## src/rtl/core/fqmr_pkg.sv

```systemverilog
`timescale 1ns / 1ps
package fqmr_pkg;
   typedef enum logic [1:0] {
      OP_ENQUEUE = 2'd0,
      OP_DEQUEUE = 2'd1,
      OP_PEEK    = 2'd2,
      OP_MOVE    = 2'd3
   } opcode_type;

   typedef enum logic [1:0] {
      ST_IDLE,
      ST_ROTATE,
      ST_FILL,
      ST_DONE
   } state_type;

   // control from sequencer to every cell
   typedef struct packed {
      logic        shift;
      logic [31:0] key;
   } cell_ctrl_type;
endpackage

```

## src/rtl/core/fifo_queue_with_move_to_rear.sv

```systemverilog
`timescale 1ns / 1ps
// channel | direction | tdata fields (low bit up)                          | tuser
// req     | in        | opcode[1:0], data_value[33:2], pad to 40           | -
// rsp     | out       | result_value, match_count, is_empty, occupancy,   | -
//         |           | overflow, pad to 48                                |
// enqueue, dequeue, peek and move on an empty queue: result offered the cycle after accept
// move-to-rear takes one rotation step per entry,
// kept entries cycle to the back of a shrinking window while matches drop out,
// then a fill step writes the key into the tail
// reset clears count and sequencer; cell contents are undefined until written
// a stalled result holds the block; the next item is taken once it is delivered
module fifo_queue_with_move_to_rear
   import fqmr_pkg::*;
#(
   parameter int DEPTH = 16
) (
   input  logic        clock,
   input  logic        reset,
   input  logic        req_tvalid,
   output logic        req_tready,
   input  logic [39:0] req_tdata,  // opcode, data_value
   output logic        rsp_tvalid,
   input  logic        rsp_tready,
   output logic [47:0] rsp_tdata   // result_value, match_count, is_empty, occupancy, overflow
);
   localparam int CW = $clog2(DEPTH + 1);
   localparam int IW = $clog2(DEPTH);

   // cell 0 is the front; the queue sits in cells 0..count-1
   logic [31:0] cell_value [DEPTH];
   logic [DEPTH-1:0] cell_load;
   logic [DEPTH-1:0] cell_fill;
   logic [31:0] load_value;
   logic cell_shift;
   cell_ctrl_type ctrl;

   state_type state_ff, state_in;
   logic [CW-1:0] count_ff, count_in;
   logic [CW-1:0] step_ff, step_in;
   logic [CW-1:0] match_ff, match_in;
   logic [CW-1:0] kept_ff, kept_in;
   logic [31:0] key_ff, key_in;
   logic [31:0] result_ff, result_in;
   logic over_ff, over_in;
   logic [CW-1:0] window;

   opcode_type op;
   logic [31:0] word;
   logic accept;

   assign op = opcode_type'(req_tdata[1:0]);
   assign word = req_tdata[33:2];
   assign req_tready = (state_ff == ST_IDLE);
   assign accept = req_tvalid && req_tready;

   assign ctrl = '{shift: cell_shift, key: key_ff};
   // unprocessed and kept entries sit in cells 0..window-1
   assign window = count_ff - match_ff;

   genvar g;
   generate
      for (g = 0; g < DEPTH; g++) begin : g_cell
         fqmr_cell u_cell (
            .clock      (clock),
            .ctrl       (ctrl),
            .load       (cell_load[g]),
            .fill       (cell_fill[g]),
            .load_value (load_value),
            .prev_value (cell_value[(g + 1) % DEPTH]),
            .value      (cell_value[g])
         );
      end
   endgenerate

   // next state
   always_comb begin
      state_in = state_ff;
      case (state_ff)
         ST_IDLE: begin
            if (accept) begin
               if (op == OP_MOVE && count_ff != '0) begin
                  state_in = ST_ROTATE;
               end else begin
                  state_in = ST_DONE;
               end
            end
         end
         ST_ROTATE: begin
            if (step_ff == count_ff - CW'(1)) begin
               state_in = ST_FILL;
            end
         end
         ST_FILL: begin
            state_in = ST_DONE;
         end
         ST_DONE: begin
            if (rsp_tready) begin
               state_in = ST_IDLE;
            end
         end
         default: state_in = ST_IDLE;
      endcase
   end

   // datapath and cell control
   always_comb begin
      count_in   = count_ff;
      step_in    = step_ff;
      match_in   = match_ff;
      kept_in    = kept_ff;
      key_in     = key_ff;
      result_in  = result_ff;
      over_in    = over_ff;
      cell_load  = '0;
      load_value = word;
      cell_shift = 1'b0;
      case (state_ff)
         ST_IDLE: begin
            if (accept) begin
               result_in = '0;
               match_in  = '0;
               over_in   = 1'b0;
               step_in   = '0;
               kept_in   = '0;
               key_in    = word;
               case (op)
                  OP_ENQUEUE: begin
                     if (count_ff == CW'(DEPTH)) begin
                        over_in = 1'b1;
                     end else begin
                        cell_load[count_ff[IW-1:0]] = 1'b1;
                        count_in = count_ff + CW'(1);
                     end
                  end
                  OP_DEQUEUE: begin
                     if (count_ff != '0) begin
                        result_in  = cell_value[0];
                        cell_shift = 1'b1;
                        count_in   = count_ff - CW'(1);
                     end
                  end
                  OP_PEEK: begin
                     if (count_ff != '0) begin
                        result_in = cell_value[0];
                     end
                  end
                  default: ;
               endcase
            end
         end
         ST_ROTATE: begin
            // front leaves; a kept entry returns at the window's end, a match drops out
            cell_shift = 1'b1;
            step_in = step_ff + CW'(1);
            if (cell_value[0] == key_ff) begin
               match_in = match_ff + CW'(1);
            end else begin
               kept_in = kept_ff + CW'(1);
               cell_load[IW'(window - CW'(1))] = 1'b1;
               load_value = cell_value[0];
            end
         end
         default: ;
      endcase
   end

   // tail refill with key after rotation: cells kept..count-1
   always_comb begin
      for (int i = 0; i < DEPTH; i++) begin
         cell_fill[i] = (state_ff == ST_FILL) && (CW'(i) >= kept_ff) && (CW'(i) < count_ff);
      end
   end

   always_ff @(posedge clock) begin
      if (reset) begin
         state_ff <= ST_IDLE;
         count_ff <= '0;
      end else begin
         state_ff <= state_in;
         count_ff <= count_in;
      end
      step_ff   <= step_in;
      match_ff  <= match_in;
      kept_ff   <= kept_in;
      key_ff    <= key_in;
      result_ff <= result_in;
      over_ff   <= over_in;
   end

   assign rsp_tvalid = (state_ff == ST_DONE);
   assign rsp_tdata  = {4'b0, over_ff, 5'(count_ff), (count_ff == '0),
                        5'(match_ff), result_ff};
endmodule

```

## src/rtl/core/fqmr_cell.sv

```systemverilog
`timescale 1ns / 1ps
module fqmr_cell
   import fqmr_pkg::*;
(
   input  logic          clock,
   input  cell_ctrl_type ctrl,
   input  logic          load,
   input  logic          fill,
   input  logic [31:0]   load_value,
   input  logic [31:0]   prev_value,
   output logic [31:0]   value
);
   logic [31:0] value_ff;
   logic [31:0] value_in;

   always_comb begin
      value_in = value_ff;
      if (load) begin
         value_in = load_value;
      end else if (fill) begin
         value_in = ctrl.key;
      end else if (ctrl.shift) begin
         value_in = prev_value;
      end
   end

   always_ff @(posedge clock) begin
      value_ff <= value_in;
   end

   assign value = value_ff;
endmodule

```

## config.mk

```make
export PLATFORM = sky130hd
export DESIGN_NAME = fifo_queue_with_move_to_rear
export DESIGN_NICKNAME = d
export VERILOG_FILES = /design/src/rtl/core/fqmr_pkg.sv /design/src/rtl/core/fifo_queue_with_move_to_rear.sv /design/src/rtl/core/fqmr_cell.sv
export SDC_FILE = /design/constraint.sdc
export NUM_CORES = 1
export LEC_CHECK = 0
export BUFFER_PORTS_ARGS = -buffer_cell sky130_fd_sc_hd__buf_2
export CAP_MARGIN = 20
export CORE_MARGIN = 2
export CORE_UTILIZATION = 30
export CTS_CLUSTER_DIAMETER = 40
export DETAILED_ROUTE_END_ITERATION = 7
export PLACE_DENSITY = 0.44
export RECOVER_POWER = 50
export SYNTH_ARGS = -nofsm -noshare
export SYNTH_HDL_FRONTEND = slang
export SYNTH_SLANG_ARGS = --single-unit
```

## constraint.sdc

```tcl
create_clock -name clock -period 7.7 [get_ports clock]
set_input_delay 1.925 -clock clock [delete_from_list [all_inputs] [get_ports clock]]
set_output_delay 1.925 -clock clock [all_outputs]
set_load 0.01 [all_outputs]
```

Word level (Yosys, flattened, before mapping)
Index checks and enable logic that the tools add are counted.

Reduce and logical (&&, ||, !) cells: 66. Multiply operators: 0. Eq/ne operators: 16. Divide/modulo/power cells: 0. Bitwise logic cells: 0. Shift operators: 0. Magnitude comparators: 36. $add $sub $neg: 7. Mux-type cells: 78.

Operators with widths (number): $mux W32 (50); $mux W16 (4); $reduce_bool A3 Y1 (16); $ge A4 B5 Y1 const A (8); $lt A4 B5 Y1 const A (8); $pmux W5 S2 (4); $logic_and A1 B1 Y1 (36); $eq A32 B32 Y1 (1); $pmux W16 S2 (1); $mux W5 (5); $add A5 B1 Y5 const B (4); $ge A3 B5 Y1 const A (4); $lt A3 B5 Y1 const A (4); $ge A1 B5 Y1 const A (2); $ge A2 B5 Y1 const A (2); $lt A1 B5 Y1 const A (2); $lt A2 B5 Y1 const A (2); $lt A4 B5 Y1 const B (2); $ne A2 B2 Y1 const B (5); $reduce_and A3 Y1 (3); $demux W1 S4 (2); $eq A2 B2 Y1 const B (4); $ge A4 B1 Y1 const B (2); $mux W2 (4); 17 further kinds (28).

Word-level logic and storage cells: 227. Memories kept: 0. Output and inout port bits: 50. Memory bits (writable): 0. Bits in latches: 0. Bits of input ports: 44. Register bits after elaboration: 599. ROM bits: 0.

Depth between registers and ports, before layout
Depth after elaboration: 9. Gate-level depth with buffers: 11. Depth with buffers taken out: 10.

Hierarchy
A second synthesis with hierarchy kept.

Cell total of the unflattened synthesis: 2703. Area total of the unflattened synthesis: 31936.9 um2.

By module, submodules not included: fqmr_cell (area an instance 1672.9 um2, sequential area each 960.9 um2, cells an instance 140, instances 16); fifo_queue_with_move_to_rear (area an instance 5171.2 um2, sequential area each 2542.4 um2, cells an instance 463, instances 1).

Worst setup path after synthesis
No wires, ideal clock.

Path kind: input to register. Start: in req_tvalid. End: reg g_cell[8].u_cell.value_ff[0], enable pin. Setup time: 0.395 ns. Arrival time: 5.646 ns. Slack: 1.658 ns. Buffers on the path: 1. Data required time: 7.305 ns. Cell stages on the path: 7. Cells stage by stage: and2_1 -> nand2_1 -> nor3b_1 -> nand2_1 -> o41ai_2 -> buf_2 -> nand3b_1.

Cells in the longest elaborated chain, start to end: 4. Elaborated cells on any way between the ends: 6. Those cells by class: 4 x mux; 2 x reduce/logical.

Ends and longest elaborated chain: start, declared (line fifo_queue_with_move_to_rear.sv:19) `input logic req_tvalid,`; $logic_and A1 B1 Y1 (*) (line fifo_queue_with_move_to_rear.sv:54) `assign accept = req_tvalid && req_tready;`; $mux W16 or $mux W1 (tied branches) (line fifo_queue_with_move_to_rear.sv:119) `if (accept) begin`; $pmux W16 S2 or $pmux W1 S2 (tied branches) (line fifo_queue_with_move_to_rear.sv:117) `case (state_ff)`; $reduce_bool A3 Y1 (no source line) (*); end signal, assigned (line fqmr_cell.sv:28) `value_ff <= value_in;`; end, declared (line fqmr_cell.sv:13) `logic [31:0] value_ff;`.

Mark *: on every way between the ends. The rest lies on a longest branch, timed or not. A chain may end at the register's enable or synchronous reset.

Final worst setup path
Start: reg count_ff[1]. End: reg g_cell[7].u_cell.value_ff[12], enable pin.

Cells in the longest elaborated chain, start to end: 9. Elaborated cells on any way between the ends: 26. Those cells by class: 2 x add/sub; 5 x order compare; 1 x eq/ne; 13 x mux; 5 x reduce/logical.

Ends and longest elaborated chain: start, declared (line fifo_queue_with_move_to_rear.sv:38) `logic [CW-1:0] count_ff, count_in;`; start signal, assigned (line fifo_queue_with_move_to_rear.sv:180) `count_ff <= count_in;`; $sub A4 B4 Y4 (tied with other cells) (line fifo_queue_with_move_to_rear.sv:58) `assign window = count_ff - match_ff;`; $sub A4 B1 Y4 or $logic_and A1 B1 Y1 (tied branches) (line fifo_queue_with_move_to_rear.sv:159, fifo_queue_with_move_to_rear.sv:131); $lt A4 B5 Y1 (not written as such) (tied with other cells) (line fifo_queue_with_move_to_rear.sv:159) `cell_load[IW'(window - CW'(1))] = 1'b1;`; $logic_and A1 B1 Y1 (not written as such) or $demux W1 S4 (tied branches) (line fifo_queue_with_move_to_rear.sv:159, fifo_queue_with_move_to_rear.sv:131); $mux W1 (not written as such) or $mux W16 (tied branches) (line fifo_queue_with_move_to_rear.sv:159, fifo_queue_with_move_to_rear.sv:128); $demux W1 S4 or $mux W16 (tied branches) (line fifo_queue_with_move_to_rear.sv:159, fifo_queue_with_move_to_rear.sv:126); $mux W16, on equally long branches (line fifo_queue_with_move_to_rear.sv:155, fifo_queue_with_move_to_rear.sv:119); $pmux W16 S2 (line fifo_queue_with_move_to_rear.sv:117); $reduce_bool A3 Y1 (no source line) (*); end signal, assigned (line fqmr_cell.sv:28); end, declared (line fqmr_cell.sv:13).

Marks and branches as above.

==> impl_metrics.yaml <==
logic_synthesis:
  synth_most_common_cell: "mux2i_1"
  yosysTopAreaCell: "edfxtp_1"
  ys_seq_area_share_pct: 55.7
  syn-cell-area_um2: 32200
  yosys_register_bits: 599
  synth_warnings: 0
  synth_top_cell_area_share_pct: 55.2
  yosysUniqueCellTypes: 57
  synth_commonest_cells: "mux2i_1, edfxtp_1, clkbuf_1"
  synthFlopType: "edfxtp_1"
  synthCells: 2220
  synth_edf_count: 592
  ys_top_cells_by_area: "edfxtp_1, mux2i_1, buf_2"
  async_flop_share_pct: 0
  avgSynthCellArea_um2: 14.5
clocking:
  holdBufCountCts: 0
  path_clk_slew_ps: 40
  cts_sinks: 599
  cts_buffers: 121
  cts_resized: 0
  cts_setup_buffers: 0
  cts_tree: "built"
  cts_root_buf: "clkbuf_16"
  h-tree-depth: 3
  insertion_delay_ps: 690
  clock_path_buffers: 3
die:
  dieHeight_um: 332
  core_um2: 107000
  io_pins: 94
  start_util_pct: 30.1
  fp-row-count: 120
  die_area_um2: 110000
  die_x_um: 332
routing:
  wl_um: 103000
  via_count: 19290
  antenna_left: 0
  vias_per_cell: 5.10
  drtIter0Drc: 1278
  drc: 0
  dr.pass1.iters: 7
  route.detailed.wl_per_inst_um: 27.1
critical_path:
  rr_startpoint: "count_ff[1]$_SDFFE_PP0P_"
  r2r_slack_ps: 1500
  crit_end: "g_cell[7].u_cell.value[12]$_DFFE_PP_"
  crit_type: "register to register"
  cp.required_ps: 7910
  startpoint_type: "register"
  end_kind: "register"
  reg2reg_depth: 8
  critPathLaunch: "count_ff[1]$_SDFFE_PP0P_"
  cp_max_fo: 32
  worst_r2r_endpoint: "g_cell[7].u_cell.value[12]$_DFFE_PP_"
  cp.arrival_ps: 6410
pwr:
  power.share.switching_pct: 34.0
  pwr_density_cell_nw_per_um2: 399
  leakage_nw: 15.1
  combPwrFrac_pct: 26.6
  internal_power_mw: 9.92
  p_sw_mw: 5.12
  pwr-share-seq_pct: 39.6
  power_frac_clock_pct: 33.9
  ir_drop_mv: 0.287
place:
  dp_slack_ps: 2020
  port_buffers: 83
  dpl.hpwl_um: 57200
  placed_area_um2: 34000
  place.gp.congestion: 0.800
grt:
  grt_pass1_wl_um: 149000
  grt_overflow: 0
  antenna_found_initial: 1
  grt.total_usage_pct: 18.4
  grt_max_degree: 36
  grt_pass1_vias: 20208
timing:
  rsz0062_at_grt: "no"
  finClkSkew_ps: 27.4
  setup_violations: 0
  fin_ws_ps: 1500
  relSlewSlack_pct: -118
  min_period_ps: 6200
  slew_violations: 327
  worst_pin_slew_ps: 3270
  fin_tns_setup_ps: 0
  timing.hold.ws_ps: 573
  hold_violations: 0
  period_share_pct: 80.5
  clock.fmax_ghz: 0.161
layout:
  design_area_um2: 37700
  drive_above_1_share_pct: 13.7
  fillers: 10245
  area_delta_synth_final_pct: 17.2
  fin_nets: 2341
hold_path:
  hold_class: "register to register"
run_status:
  violations: "capacitance limit, slew limit"
  status: "complete, but fails checks"
run:
  drv_cap: 13
==> layer usage <==
layer | wire (µm) | up-vias | GRT usage [%]
met5 | 13 | - | 0
met3 | 3900 | 150 | 2.77
met1 | 46700 | 10107 | 24.6
met2 | 49400 | 421 | 31.2
met4 | 2520 | 2 | 4.93
li1 | - | 8610 | -
==> power by group through the flow <==
stage,registers [mW],clock network [mW],logic (mW)
2_1_floorplan,5.72,0,2.69
3_3_place_gp,5.93,0,4.02
3_5_place_dp,5.96,0,4.11
4_1_cts,5.91,5.21,4.14
5_1_grt,6.08,5.36,4.34
6_report,5.95,5.09,4.00
==> sequential cells by signal (all words and copies together) (netlist names) <==
name                 cells
match_ff                 5
key_ff                  32
result_ff               32
count_ff                 5
kept_ff                  5
state_ff                 2
over_ff                  1
step_ff                  5
g_cell.u_cell.value    512
==> cell usage in the layout, fill, tap and decap left out, drive strengths merged, types with 4 or more instances in the layout <==
cell,n
bufinv,13
conb,4
nor2,18
buf,69
a21oi,11
inv,25
xor2,39
ha,20
nor3,9
dfxtp,7
nor2b,9
and3,34
clkinv,59
nand3,31
clkbuf,232
clkinvlp,10
or3,4
xnor2,16
edfxtp,592
o211ai,4
a31oi,5
nand2,30
and2,15
nand4,4
nand3b,5
nor4,8
o31ai,8
o21ai,10
mux2i,1056
==> cells by family (layout without fill, tap and decap cells) <==
| logic type | after synthesis | after routing | synth area share, % |
|---|---|---|---|
| AOI/OAI and AO/OA | 59 | 59 | 1.56 |
| xor gates and xnor gates | 55 | 55 | 1.50 |
| adders and majority gates | 21 | 21 | 0.840 |
| buffers and inverters | 254 | 408 | 4.33 |
| DFF | 599 | 599 | 55.7 |
| muxes | 1057 | 1057 | 33.2 |
| other | 1 | 5 | 0.0117 |
| and+or+nand+nor | 174 | 174 | 2.90 |
==> layout make-up <==
cell class              instances  area, µm²  area share (%)
inverters                      19       71.3           0.189
clock inverters                88        841            2.23
repair buffers                165        866            2.30
diodes                          1       2.50         0.00664
flip-flops and latches        599      17900            47.5
multi-input cells            1370      13100            34.9
well taps                    1403       1760            4.66
clock buffers                 136       3110            8.24
==> critical path, cell delays in order (launching register included) <==
cell      delay, ps
dfxtp_1         660
inv_1           260
ha_1            330
nand2_1         840
buf_4           480
a31oi_2         130
clkbuf_1        430
nand3_2         200
clkbuf_1       2310
==> through the flow <==
step / total power [mW] / utilization, % / std cells
2_1_floorplan: 8.41 / - / 2223
3_3_place_gp: 9.96 / 31.8 / 3554
3_5_place_dp: 10.1 / 31.8 / 3556
4_1_cts: 15.3 / 35.5 / 3780
5_1_grt: 15.8 / 35.3 / 3780
6_report: 15.0 / 35.3 / 3781
==> how the worst min path moves through the flow <==
stage,start,to,cells after the start
2_1_floorplan,state_ff[1]$_SDFFE_PP0P_,state_ff[1]$_SDFFE_PP0P_,1
3_3_place_gp,state_ff[0]$_SDFFE_PP0P_,state_ff[0]$_SDFFE_PP0P_,2
3_5_place_dp,state_ff[0]$_SDFFE_PP0P_,state_ff[0]$_SDFFE_PP0P_,2
4_1_cts,state_ff[0]$_SDFFE_PP0P_,state_ff[0]$_SDFFE_PP0P_,2
5_1_grt,state_ff[0]$_SDFFE_PP0P_,state_ff[0]$_SDFFE_PP0P_,2
6_report,state_ff[0]$_SDFFE_PP0P_,state_ff[0]$_SDFFE_PP0P_,2
(Power assumes the default switching activity.)
